**src/hdl/tls_pkg.sv**
```systemverilog
// tls_pkg: shared types, codes and constants of the traffic light sequencer
// no dependencies; compiled first
package tls_pkg;

  // widths of counters and fields
  localparam int CNT_W          = 7;
  localparam int YEL_W          = 4;
  localparam int CFG_IDX_W      = 8;
  localparam int CFG_DATA_W     = 7;
  localparam int LAMP_W         = 2;
  localparam int MARK_W         = 2;

  // defaults
  localparam int               DEF_YELLOW_TICKS = 3;
  localparam logic [CNT_W-1:0] CFG_RESET_TICKS  = 7'd5;
  localparam logic [CNT_W-1:0] CNT_MAX          = 7'd127;

  // lamp colours
  typedef enum logic [LAMP_W-1:0] {
    LAMP_RED    = 2'd0,
    LAMP_YELLOW = 2'd1,
    LAMP_GREEN  = 2'd2
  } lamp_t;

  // phase marks
  typedef enum logic [MARK_W-1:0] {
    MARK_NONE     = 2'd0,
    MARK_CYCLE    = 2'd1,
    MARK_EW_GREEN = 2'd2
  } mark_t;

  // configuration register indexes
  typedef enum logic [CFG_IDX_W-1:0] {
    REG_NS_GREEN = 8'd0,
    REG_NS_RED   = 8'd1,
    REG_EW_GREEN = 8'd2,
    REG_EW_RED   = 8'd3
  } reg_idx_t;

  // configured phase times
  typedef struct packed {
    logic [CNT_W-1:0] ns_green_ticks;
    logic [CNT_W-1:0] ns_red_ticks;
    logic [CNT_W-1:0] ew_green_ticks;
    logic [CNT_W-1:0] ew_red_ticks;
  } tls_cfg_t;

  // sequencer counters
  typedef struct packed {
    logic [CNT_W-1:0] ns_green_left;
    logic [CNT_W-1:0] ns_red_left;
    logic [CNT_W-1:0] ew_green_left;
    logic [CNT_W-1:0] ew_red_left;
    logic [YEL_W-1:0] ns_yellow_left;
    logic [YEL_W-1:0] ew_yellow_left;
    logic             ew_start_marked;
  } tls_state_t;

  // one result word
  typedef struct packed {
    lamp_t            ns_lamp;
    lamp_t            ew_lamp;
    logic [CNT_W-1:0] ns_countdown;
    logic [CNT_W-1:0] ew_countdown;
    mark_t            phase_mark;
  } tls_result_t;

  // saturating decrement
  function automatic logic [CNT_W-1:0] dec_sat(input logic [CNT_W-1:0] v);
    return (v != '0) ? v - 1'b1 : '0;
  endfunction

  function automatic logic [YEL_W-1:0] dec_sat_y(input logic [YEL_W-1:0] v);
    return (v != '0) ? v - 1'b1 : '0;
  endfunction

endpackage

```
**src/hdl/tls_cfg_regs.sv**
```systemverilog
// tls_cfg_regs: the four phase time registers and their write decoder
// depends on tls_pkg
module tls_cfg_regs
  import tls_pkg::*;
(
  input  logic                  clk,
  input  logic                  rst_n,
  input  logic                  wr_en,
  input  logic [CFG_IDX_W-1:0]  wr_index,
  input  logic [CFG_DATA_W-1:0] wr_data,
  output tls_cfg_t              cfg
);

  tls_cfg_t cfg_r;
  tls_cfg_t cfg_nxt;

  // register write decode, unknown indexes ignored
  always_comb begin
    cfg_nxt = cfg_r;
    if (wr_en) begin
      unique case (wr_index)
        REG_NS_GREEN: cfg_nxt.ns_green_ticks = wr_data;
        REG_NS_RED:   cfg_nxt.ns_red_ticks   = wr_data;
        REG_EW_GREEN: cfg_nxt.ew_green_ticks = wr_data;
        REG_EW_RED:   cfg_nxt.ew_red_ticks   = wr_data;
        default:      cfg_nxt = cfg_r;
      endcase
    end
  end

  always_ff @(posedge clk) begin
    if (!rst_n) begin
      cfg_r <= '{CFG_RESET_TICKS, CFG_RESET_TICKS, CFG_RESET_TICKS, CFG_RESET_TICKS};
    end else begin
      cfg_r <= cfg_nxt;
    end
  end

  assign cfg = cfg_r;

endmodule

```
**config.mk**
```make
export PLATFORM = sky130hd
export DESIGN_NAME = tls_cfg_regs
export DESIGN_NICKNAME = d
export VERILOG_FILES = /design/src/hdl/tls_pkg.sv /design/src/hdl/tls_cfg_regs.sv
export SDC_FILE = /design/constraint.sdc
export NUM_CORES = 1
export LEC_CHECK = 0
export ABC_AREA = 1
export ABC_CLOCK_PERIOD_IN_PS = 1800
export BUFFER_PORTS_ARGS = -buffer_cell sky130_fd_sc_hd__buf_2
export CAP_MARGIN = 30
export CORE_ASPECT_RATIO = 0.7
export CORE_MARGIN = 2
export CORE_UTILIZATION = 50
export CTS_BUF_LIST = sky130_fd_sc_hd__clkbuf_4 sky130_fd_sc_hd__clkbuf_8
export CTS_CLUSTER_SIZE = 10
export DETAILED_ROUTE_END_ITERATION = 12
export GPL_TIMING_DRIVEN = 0
export PLACE_DENSITY = 0.81
export SYNTH_ARGS = -nofsm -noshare
export SYNTH_HDL_FRONTEND = slang
export SYNTH_SLANG_ARGS = --single-unit
```
**constraint.sdc**
```tcl
create_clock -name clk -period 1.8 [get_ports clk]
set_input_delay 0.09 -clock clk [delete_from_list [all_inputs] [get_ports clk]]
set_output_delay 0.09 -clock clk [all_outputs]
set_load 0.01 [all_outputs]
```
# After elaboration in Yosys (flattened, before gate mapping)
# Index checks and enable logic that the tools add are counted.
[totals]
inputBits = 18
register_bits = 28
out_inout_bits = 28
[op_classes]
reduce_logical = 5
eq_ne = 3
[ops]
columns = ["operator", "count"]
rows = [
  ["== test 8 x 2 -> 1 bit (second input constant)", 2],
  ["== test 8 x 1 -> 1 bit (second input constant)", 1],
  ["logical NOT 8 bit", 1],
  ["AND reduction 2 bit", 4],
]

# Longest topological paths before layout
[logic_depth]
ltp_word = 2
mapped_depth = 7
ltp_nobuf = 6

# Worst setup path after synthesis
# Ideal clock, no wire load.
[synth_path]
kind = "input to register"
from = "input port wr_index[7]"
to = "register cfg_r (netlist bit cfg[14])"
path_buffers = 1
required_time_ns = 1.666
cell_stages = 7
setup_slack_ns = 0.927
arrival_time_ns = 0.740
path_cell_list = "nor2_1 nand2_2 nor2_2 buf_6 nand2_1 nand2_1 nand3_1"
[synth_via]
elab_chain_len = 2
[synth_lines]
columns = ["element", "line_no", "source"]
rows = [
  ["start: declaration", "tls_cfg_regs.sv:9", "input logic [CFG_IDX_W-1:0] wr_index,"],
  ["== test 8 x 1 -> 1 bit", "tls_cfg_regs.sv:21", "unique case (wr_index)"],
  ["AND reduction 2 bit (no line)", "--", ""],
  ["end signal: assignment", "tls_cfg_regs.sv:33", "cfg_r <= '{CFG_RESET_TICKS, CFG_RESET_TICKS, CFG_RESET_TICKS, CFG_RESET_TICKS};"],
  ["end signal: assignment", "tls_cfg_regs.sv:35", "cfg_r <= cfg_nxt;"],
  ["end: declaration", "tls_cfg_regs.sv:14", "tls_cfg_t cfg_r;"],
]
# Every way passes these cells.
# A chain may end at the register's enable or synchronous reset.

# Worst setup path in the final report
[layout_path]
from = "register cfg_r (netlist bit cfg[20])"
to = "output port cfg[20] in the netlist's numbering"
[layout_lines]
columns = ["element", "line_no", "source"]
rows = [
  ["end: declaration", "tls_cfg_regs.sv:11", "output tls_cfg_t cfg"],
]
# No word-level cell between the ends.

==> results.json <==
{
  "drc": 0,
  "fp.dieArea_sq_um": 2909,
  "critPathSlowestCell": "dfxtp_1",
  "layout-drive-gt1-share_pct": 29.49,
  "synth_warnings": 0,
  "max-cap-violations": 0,
  "grt_pass1_wl_mm": 4.650,
  "dp.cells": 247,
  "htreeDepth": 1,
  "critPathKind": "flop to primary output",
  "cp.buffers_inverters": 1,
  "synth_xor_area_share_pct": 0,
  "min_path_type": "primary input to flop",
  "synth_cells": 169,
  "ys_ff_latch": 28,
  "crit_chain": "buf_2",
  "ir_drop_uv": 386.6,
  "gp_congestion": 0.8746,
  "grt_start_max_net_pins": 16,
  "cts_tree": "done",
  "synth_compound_area_share_pct": 8.350,
  "drt-total-wl_mm": 2.852,
  "fp.dieW_microns": 63.61,
  "final_core_util_pct": 64.22,
  "rows": 15,
  "reg2reg_to": "cfg[6]$_SDFFE_PN0P_",
  "dpl-instance-area_sq_um": 1506,
  "num_vias": 1245,
  "cts.sinks": 28,
  "fin_crit_sh_pct": 51.89,
  "overflow": 0,
  "dr.pass1.iters": 4,
  "largest_reg_flops": 28,
  "fin_crit_ps": 934.1,
  "diodes": 0,
  "cp_data_required_time_ps": 1710,
  "core_area_sq_um": 2402,
  "synth_area_sq_um": 1244,
  "p_per_area_nw_per_um2": 666.6,
  "antenna_found_initial": 0,
  "p_leak_nw": 0.7570,
  "synth_fa_ha_area_share_pct": 0,
  "wl_per_cell_microns": 11.36,
  "max_stage_delay_ps": 370,
  "drt_iter0_markers": 84,
  "syn_nets": 187,
  "via_per_inst": 4.960,
  "postCtsSetupRepairBufs": 0,
  "crit_fanout": 2,
  "setup_viol": 0,
  "worst_r2r_path_depth": 2,
  "num-nets-final": 236,
  "ant_nets": 0,
  "arrival_ps": 840,
  "area_growth_pct": 24.04,
  "multi_input_area_sq_um": 553.0,
  "clock.fmax_mhz": 1071,
  "clkTransAtPathRegs_ps": 150,
  "grt_usage_pct": 21.46,
  "critical-path-top-delay-family": "flip-flops",
  "setup_tns_ps": 0,
  "die_h_microns": 45.73,
  "rrSetupSlack_ps": 1150,
  "stdcell_area_sq_um": 1543,
  "synth.area.mux_share_pct": 0,
  "stdcell_count": 251,
  "endpoint": "cfg[20]",
  "cp-start-kind": "flop",
  "cts_buffer_depth": 2,
  "insertion_delay_ps": 340,
  "post-place-ws_ps": 670.4,
  "ctsHoldBuffers": 0,
  "ios": 46,
  "slew_viol_final": 0,
  "timing.rr.start": "cfg[6]$_SDFFE_PN0P_",
  "end_kind": "primary output",
  "crit_cells": 1,
  "cts_root_buffer": "clkbuf_4",
  "tightest_slew_ps": 404.7,
  "synthSimpleGateAreaFrac_pct": 36.12,
  "ys_seq_area_share_pct": 45.07,
  "ff_latch_area_sq_um": 560.5,
  "hold_viol": 0,
  "cts_buffers": 3,
  "filler_cell_count": 234,
  "io_buffers": 44,
  "grt_pass1_vias": 1122,
  "hpwl_mm": 2.229,
  "ys_types": 14,
  "cts.repair.resized": 0,
  "setup_ws_ps": 865.9,
  "relSlewSlack_pct": 73.02,
  "start_util_pct": 51.77,
  "rsz0062_at_grt": "false",
  "skew_ps": 0,
  "synth_top_family_by_area": "simple AND/OR/NAND/NOR gates",
  "startpoint": "cfg[20]$_SDFFE_PN0P_",
  "status": "finished clean",
  "avgSynthCellArea_sq_um": 7.359
}
-- final cells by class --
cell class	count	area share, %
Buffer	11	6.245
Clock buffer	4	2.352
Inverter	9	2.190
Multi-Input combinational cell	121	35.85
Sequential cell	28	36.33
Tap cell	34	2.758
Timing Repair Buffer	44	14.27
-- report_power, final --
| group | internal, mW | switching [mW] |
|---|---|---|
| clock | 0.124 | 0.186 |
| combinational | 0.0350 | 0.0614 |
| sequential | 0.621 | 0.000679 |
| total | 0.781 | 0.248 |
-- per-stage QoR --
stage	power (mW)	hold WS (ps)
after floorplan	0.6941	244.4
after global placement	0.7279	387.6
after detailed placement	0.7308	389.9
after CTS	1.033	29.05
after global routing	1.068	41.36
final	1.028	29.38
-- metal layers --
metal  vias to the layer above  track usage (%)  wire length, microns
met2                        46            37.26                  1374
met3                         6            6.188                   197
met5                         -                0                     0
met4                         0            10.43                    57
li1                        642                -                     -
met1                       551            25.15                  1224
-- worst reg2reg max path, stage by stage (launching register included) --
cell and delay (ps):
dfxtp_1 340, a21oi_1 150, nor2_1 70
-- layout by cell type (no fill, tap or decap), types with 3 or more instances in the layout --
| master | instances |
|---|---|
| buf_2 | 46 |
| nand2_1 | 36 |
| nand3_1 | 36 |
| dfxtp_1 | 28 |
| nor2_1 | 23 |
| a21oi_1 | 19 |
| inv_1 | 9 |
| buf_6 | 7 |
| clkbuf_4 | 3 |
-- cells in the mapped netlist --
cell | instances | share of area, %
a21oi_1 | 19 | 7.6
nor2_4 | 2 | 1.8
nand3_1 | 36 | 14
dfxtp_1 | 28 | 45
clkbuf_1 | 1 | 0.30
nand2_2 | 2 | 1.0
buf_6 | 7 | 6.3
inv_1 | 9 | 2.7
a21oi_2 | 1 | 0.70
buf_1 | 1 | 0.30
nand2_1 | 36 | 11
nor2_2 | 2 | 1.0
nor2_1 | 23 | 6.9
buf_2 | 2 | 0.80
-- worst min path at each step --
stage               start                    to  slack (ps)  cells past startpoint
2_1_floorplan  wr_data[0]   cfg[0]$_SDFFE_PN1P_         240                      2
3_3_place_gp   wr_data[0]   cfg[0]$_SDFFE_PN1P_         390                      3
3_5_place_dp   wr_data[2]  cfg[16]$_SDFFE_PN1P_         390                      3
4_1_cts        wr_data[2]  cfg[16]$_SDFFE_PN1P_          30                      3
5_1_grt             rst_n  cfg[22]$_SDFFE_PN0P_          40                      3
6_report       wr_data[2]  cfg[16]$_SDFFE_PN1P_          30                      3
-- cells by family after synthesis --
kind of cell	Yosys count
flip-flops	28
AND/OR/NAND/NOR	101
buffers and inverters	20
AO/OA/AOI/OAI	20
(Power assumes the default switching activity.)
