$ cat src/hdl/tls_pkg.sv
// tls_pkg: shared types, codes and constants of the traffic light sequencer
// no dependencies; compiled first
package tls_pkg;

  // widths of counters and fields
  localparam int CNT_W          = 7;
  localparam int YEL_W          = 4;
  localparam int CFG_IDX_W      = 8;
  localparam int CFG_DATA_W     = 7;
  localparam int LAMP_W         = 2;
  localparam int MARK_W         = 2;

  // defaults
  localparam int               DEF_YELLOW_TICKS = 3;
  localparam logic [CNT_W-1:0] CFG_RESET_TICKS  = 7'd5;
  localparam logic [CNT_W-1:0] CNT_MAX          = 7'd127;

  // lamp colours
  typedef enum logic [LAMP_W-1:0] {
    LAMP_RED    = 2'd0,
    LAMP_YELLOW = 2'd1,
    LAMP_GREEN  = 2'd2
  } lamp_t;

  // phase marks
  typedef enum logic [MARK_W-1:0] {
    MARK_NONE     = 2'd0,
    MARK_CYCLE    = 2'd1,
    MARK_EW_GREEN = 2'd2
  } mark_t;

  // configuration register indexes
  typedef enum logic [CFG_IDX_W-1:0] {
    REG_NS_GREEN = 8'd0,
    REG_NS_RED   = 8'd1,
    REG_EW_GREEN = 8'd2,
    REG_EW_RED   = 8'd3
  } reg_idx_t;

  // configured phase times
  typedef struct packed {
    logic [CNT_W-1:0] ns_green_ticks;
    logic [CNT_W-1:0] ns_red_ticks;
    logic [CNT_W-1:0] ew_green_ticks;
    logic [CNT_W-1:0] ew_red_ticks;
  } tls_cfg_t;

  // sequencer counters
  typedef struct packed {
    logic [CNT_W-1:0] ns_green_left;
    logic [CNT_W-1:0] ns_red_left;
    logic [CNT_W-1:0] ew_green_left;
    logic [CNT_W-1:0] ew_red_left;
    logic [YEL_W-1:0] ns_yellow_left;
    logic [YEL_W-1:0] ew_yellow_left;
    logic             ew_start_marked;
  } tls_state_t;

  // one result word
  typedef struct packed {
    lamp_t            ns_lamp;
    lamp_t            ew_lamp;
    logic [CNT_W-1:0] ns_countdown;
    logic [CNT_W-1:0] ew_countdown;
    mark_t            phase_mark;
  } tls_result_t;

  // saturating decrement
  function automatic logic [CNT_W-1:0] dec_sat(input logic [CNT_W-1:0] v);
    return (v != '0) ? v - 1'b1 : '0;
  endfunction

  function automatic logic [YEL_W-1:0] dec_sat_y(input logic [YEL_W-1:0] v);
    return (v != '0) ? v - 1'b1 : '0;
  endfunction

endpackage

$ cat src/hdl/tls_step.sv
// tls_step: next-state and result logic for one tick of the sequencer
// depends on tls_pkg
module tls_step
  import tls_pkg::*;
#(
  parameter int YELLOW_TICKS = DEF_YELLOW_TICKS
) (
  input  tls_cfg_t    cfg,
  input  tls_state_t  cur,
  output tls_state_t  nxt,
  output tls_result_t res
);

  // yellow time held at the counter ceiling
  localparam logic [YEL_W-1:0] YellowLoad =
    (YELLOW_TICKS > (2**YEL_W) - 1) ? {YEL_W{1'b1}} : YEL_W'(YELLOW_TICKS);

  logic [CNT_W:0]   ns_red_sum;
  logic [CNT_W:0]   ew_red_sum;
  logic [CNT_W-1:0] ns_red_load;
  logic [CNT_W-1:0] ew_red_load;

  // red reload with yellow extension, saturating at full scale
  always_comb begin
    ns_red_sum  = {1'b0, cfg.ns_red_ticks} + (CNT_W+1)'(YellowLoad);
    ew_red_sum  = {1'b0, cfg.ew_red_ticks} + (CNT_W+1)'(YellowLoad);
    ns_red_load = ns_red_sum[CNT_W] ? CNT_MAX : ns_red_sum[CNT_W-1:0];
    ew_red_load = ew_red_sum[CNT_W] ? CNT_MAX : ew_red_sum[CNT_W-1:0];
  end

  // phase selection by priority of the remaining counters
  always_comb begin
    nxt = cur;
    res.phase_mark = MARK_NONE;
    if (cur.ns_green_left != '0) begin
      nxt.ns_green_left = dec_sat(cur.ns_green_left);
      nxt.ew_red_left   = dec_sat(cur.ew_red_left);
      res.ns_lamp       = LAMP_GREEN;
      res.ew_lamp       = LAMP_RED;
      res.ns_countdown  = nxt.ns_green_left;
      res.ew_countdown  = nxt.ew_red_left;
    end else if (cur.ns_yellow_left != '0) begin
      nxt.ns_yellow_left = dec_sat_y(cur.ns_yellow_left);
      nxt.ew_red_left    = dec_sat(cur.ew_red_left);
      res.ns_lamp        = LAMP_YELLOW;
      res.ew_lamp        = LAMP_RED;
      res.ns_countdown   = CNT_W'(nxt.ns_yellow_left);
      res.ew_countdown   = nxt.ew_red_left;
    end else if (cur.ew_green_left != '0) begin
      if (!cur.ew_start_marked) begin
        res.phase_mark      = MARK_EW_GREEN;
        nxt.ew_start_marked = 1'b1;
      end
      nxt.ns_red_left   = dec_sat(cur.ns_red_left);
      nxt.ew_green_left = dec_sat(cur.ew_green_left);
      res.ns_lamp       = LAMP_RED;
      res.ew_lamp       = LAMP_GREEN;
      res.ns_countdown  = nxt.ns_red_left;
      res.ew_countdown  = nxt.ew_green_left;
    end else if (cur.ew_yellow_left != '0) begin
      nxt.ew_yellow_left = dec_sat_y(cur.ew_yellow_left);
      nxt.ns_red_left    = dec_sat(cur.ns_red_left);
      res.ns_lamp        = LAMP_RED;
      res.ew_lamp        = LAMP_YELLOW;
      res.ns_countdown   = nxt.ns_red_left;
      res.ew_countdown   = CNT_W'(nxt.ew_yellow_left);
    end else begin
      // all spent: reload, and this tick is the first north-south green one
      nxt.ns_green_left   = dec_sat(cfg.ns_green_ticks);
      nxt.ns_red_left     = ns_red_load;
      nxt.ew_green_left   = cfg.ew_green_ticks;
      nxt.ew_red_left     = dec_sat(ew_red_load);
      nxt.ns_yellow_left  = YellowLoad;
      nxt.ew_yellow_left  = YellowLoad;
      nxt.ew_start_marked = 1'b0;
      res.phase_mark      = MARK_CYCLE;
      res.ns_lamp         = LAMP_GREEN;
      res.ew_lamp         = LAMP_RED;
      res.ns_countdown    = nxt.ns_green_left;
      res.ew_countdown    = nxt.ew_red_left;
    end
  end

endmodule

$ cat config.mk
export PLATFORM = sky130hd
export DESIGN_NAME = tls_step
export DESIGN_NICKNAME = d
export VERILOG_FILES = /design/src/hdl/tls_pkg.sv /design/src/hdl/tls_step.sv
export SDC_FILE = /design/constraint.sdc
export NUM_CORES = 1
export LEC_CHECK = 0
export BUFFER_PORTS_ARGS = -buffer_cell sky130_fd_sc_hd__buf_4
export CORE_UTILIZATION = 37
export DETAILED_ROUTE_END_ITERATION = 6
export GPL_TIMING_DRIVEN = 0
export PLACE_DENSITY = 0.7
export SYNTH_ARGS = -nofsm -noshare
export SYNTH_HDL_FRONTEND = slang
export SYNTH_SLANG_ARGS = --single-unit
$ cat constraint.sdc
create_clock -name vclk -period 12.2
set_clock_uncertainty 0.2 [all_clocks]
set_input_delay 2.44 -clock vclk [all_inputs]
set_output_delay 2.44 -clock vclk [all_outputs]
set_load 0.05 [all_outputs]
After elaboration in Yosys (flattened, before gate mapping):

Cells that the tools add are included.
Widths: inputs -> output; s select.

* flip-flop bits (word level): 0
* output and inout bits: 57
* logic and storage cells: 48

* add/subtract/negate cells: 10
* multiplexer cells: 30
* reduce and logical (&&, ||, !) cells: 8

Operator list (number)
* $mux 7: 11
* $mux 18: 4
* $reduce_bool 7->1: 6
* $sub 7x1->7 const B: 6
* $mux 14: 2
* $mux 21: 1
* $mux 20: 1
* $add 7x2->8 const B: 2
* $mux 15: 1
* $mux 11: 1
* $mux 9: 1
* $reduce_bool 4->1: 2
* $sub 4x1->4 const B: 2
* $mux 2: 3
* $mux 5: 1
* $mux 4: 1
* $mux 1: 3

Depth between registers and ports, before layout:

* depth in word-level cells: 8
* gate-level depth with buffers: 10
* depth with buffers taken out: 9

Worst setup path after synthesis:

OpenSTA, ideal clock, no wires.

* path type: input -> output
* start point: input cur[30] in the netlist's numbering
* end point: output res[13] in the netlist's numbering
* arrival time: 5.842 ns
* setup slack: 3.718 ns
* stages on the path: 7
* buffers on the path: 1
* cells stage by stage: inv_1 ha_1 or3b_1 buf_2 or3_1 o41ai_1 or2_1

RTL lines
* start, declared: RTL line tls_step.sv:9 `input tls_state_t cur,`
* end, declared: RTL line tls_step.sv:11 `output tls_result_t res`

==> results.md <==
* Gr ovfl total at 0
* Initial antenna violation count at 0
* Crit path launch type: input pin
* Lkg Pwr at 1.41 nW
* Synthesized area at 2080 sq um
* Hold Path Class: in -> out
* Synth Area in XOR/XNOR at 0.0927
* Worst Tran Pin Value at 0.641 ns
* Remaining DRCs at 0
* Total global-route track usage at 0.258
* Max cap viols at 0
* Fraction of the mapped netlist area in simple logic gates at 0.371
* Die height at 77.0 um
* First-pass GRT wire length at 12900 um
* Via-to-Cell Ratio at approximately 5.6
* Internal at 0.0487 mW
* # resized after CTS at 0
* DR vias at 3028
* Die area at 5920 sq um
* FILL cells at approximately 560
* Post-DP HPWL at 6480 um
* Endpoints failing setup at 0
* Status: complete, no violations
* Core Area at between 5000 and 6000 sq um
* # port buffers at 121
* Synthesized area per cell at 6.03 sq um
* Worst setup EP type: output port
* Final nets at 545
* Sw frac at 0.626
* Setup bufs post-CTS at 0
* Final clock period utilization by the worst path at 0.642
* ANT cells at 0
* RSZ-0062 raised after global routing: no
* Util after Layout at 0.584
* Placed Area at approximately 3100 sq um
* Seq pwr share at 0
* Total routed wirelength at 7780 um
* CP arrival at approximately 5.2 ns
* Vias in the first global route at between 2000 and 3000
* Maximum vdd drop at 0.0294 mV
* Die Span X at 77.0 um
* Routability cong. at 0.872
* Setup Slack @ Placement at 4.41 ns
* Period minus WS final at 7.84 ns
* Logic pwr share at 1.000
* Max Transition Viols Final at 0
* Design Area, Final at 3080 sq um
* Setup Crit Path Kind: in -> out
* Fmax at 128 MHz
* Seq/Total Area, Yosys at 0
* Fin. Hold Viols at 0
* FP Rows at 26
* Initial Util at 0.395
* Routed length per instance at around 15 um
* Post-synthesis cell count at 345
* Area grow syn2layout at 47.9%
* Sequential cells at 0
* ANT nets after route at 0
* Final worst slack at 4.36 ns
* Synthesis Warnings at 0
* Hold-fix buffer count after cts at 0
* Syn nets at 422
* Post-synth cell types at 52
* CLK BUF at 0
* Fraction of layout cells with a size suffix above 1 at 0.294
* First-pass DRT Iterations at 4
* IO Count at 122
* Clock share of power at 0
* Slew headroom at 0.572
* PwrDens at approximately 42 nW/um^2
* Register area at 0 sq um
* DRT iter0 DRCs at 219
* Combinational family with the most area after synthesis: simple AND/OR/NAND/NOR gates
* Synth Area in Adders at 0.0722
* Pin count of the biggest net entering global routing at 11
* WP data required at 9.56 ns
* Switch Pwr at 0.0815 mW
* WHS at 4.99 ns
* Fin Setup TNS at 0 ns
* Synth Area in Compound Gates at 0.317
* Post-synthesis mux area share at 0.0668
* Maximum fanout along the worst path at 10
==> cell usage in the layout, fill, tap and decap left out, types with 4 or more instances in the layout <==
cell type	Yosys	final
buf_4	0	121
clkbuf_1	13	13
nor2_1	36	36
o22ai_1	5	5
nand2b_1	9	9
a31oi_1	6	6
o211ai_1	5	5
xnor2_1	11	11
a21oi_1	20	20
xor2_1	11	11
mux2i_1	9	9
or3_1	12	12
o21ai_0	36	36
a221o_1	4	4
inv_1	26	26
nand3_1	10	10
nor3_1	22	22
or4_1	4	4
nor4_1	5	5
nand2_1	32	32
ha_1	12	12
==> metal layers <==
layer	vias to the layer above	track usage	share of wire
met5	-	0	0
met4	0	0.0151	0.010
met3	12	0.0238	0.065
met2	110	0.446	0.47
met1	1385	0.358	0.46
li1	1521	-	-
==> layout make-up <==
cell class / instances / area (sq um) / area share
Inverter: 26 / 97.6 / 0.0317
Timing Repair Buffer: 121 / 908 / 0.295
Buffer: 16 / 70.1 / 0.0228
Multi-Input combinational cell: 303 / 1910 / 0.622
Tap cell: 70 / 87.6 / 0.0285
==> cell families (layout without fill, tap and decap cells) <==
family,Yosys count,count (layout)
AOI/OAI and AO/OA,105,105
xor gates and xnor gates,22,22
adders and majority gates,12,12
buffers and inverters,42,163
muxes,13,13
and+or+nand+nor,151,151
==> power groups by stage <==
stage          combinational, mW  clock (mW)  sequential [mW]
2_1_floorplan             0.0804           0                0
3_3_place_gp               0.129           0                0
3_5_place_dp               0.129           0                0
4_1_cts                    0.130           0                0
5_1_grt                    0.140           0                0
6_report                   0.130           0                0
==> through the flow <==
stage	total power [mW]	cells
5_1_grt	0.140	536
6_report	0.130	536
4_1_cts	0.130	536
2_1_floorplan	0.0804	345
3_5_place_dp	0.129	536
3_3_place_gp	0.129	536
==> cell usage after synthesis, types with 2 or more instances <==
cell / number / share of area
nand3b_1: 2 / 0.0072
and4_1: 3 / 0.013
nand3_1: 10 / 0.024
inv_1: 26 / 0.047
o22ai_1: 5 / 0.015
mux2i_1: 9 / 0.043
o21ai_0: 36 / 0.087
a211oi_1: 2 / 0.0072
nand2_1: 32 / 0.058
xnor2_1: 11 / 0.046
or3b_1: 2 / 0.0084
a31o_2: 2 / 0.0084
mux2_2: 3 / 0.016
nor3b_1: 3 / 0.011
a211o_1: 3 / 0.013
clkbuf_1: 13 / 0.023
or3_1: 12 / 0.036
nand4_1: 2 / 0.0060
o211ai_1: 5 / 0.018
a21oi_1: 20 / 0.048
a221o_1: 4 / 0.019
ha_1: 12 / 0.072
a31oi_1: 6 / 0.018
or4_1: 4 / 0.014
a22oi_1: 2 / 0.0072
nor3_1: 22 / 0.053
xor2_1: 11 / 0.046
o21bai_1: 2 / 0.0072
o21ai_1: 2 / 0.0048
o2111ai_1: 3 / 0.013
nor2_1: 36 / 0.065
buf_2: 2 / 0.0048
o21a_1: 2 / 0.0072
nor4_1: 5 / 0.015
nand2b_1: 9 / 0.027
o221ai_1: 2 / 0.0084
o31ai_1: 3 / 0.011
or2_2: 3 / 0.0090
==> worst max-delay path, cell delays in order <==
cell and delay, ns:
buf_4 0.12, inv_1 0.06, ha_1 0.17, or3b_1 0.36
buf_2 0.16, nor4_1 0.33, clkbuf_1 0.45, nand2_1 0.31
o21ai_0 0.44, a31o_2 0.17, buf_4 0.19
==> path summary, 6_finish.rpt <==
| path | endpoint | cells past startpoint | start | slack [ns] |
|---|---|---|---|---|
| worst max-delay path | res[15] | 11 | cur[30] | 4.36 |
| worst min-delay path | res[1] | 3 | cur[0] | 4.99 |
Note: power is estimated with default switching activity, not from simulation.
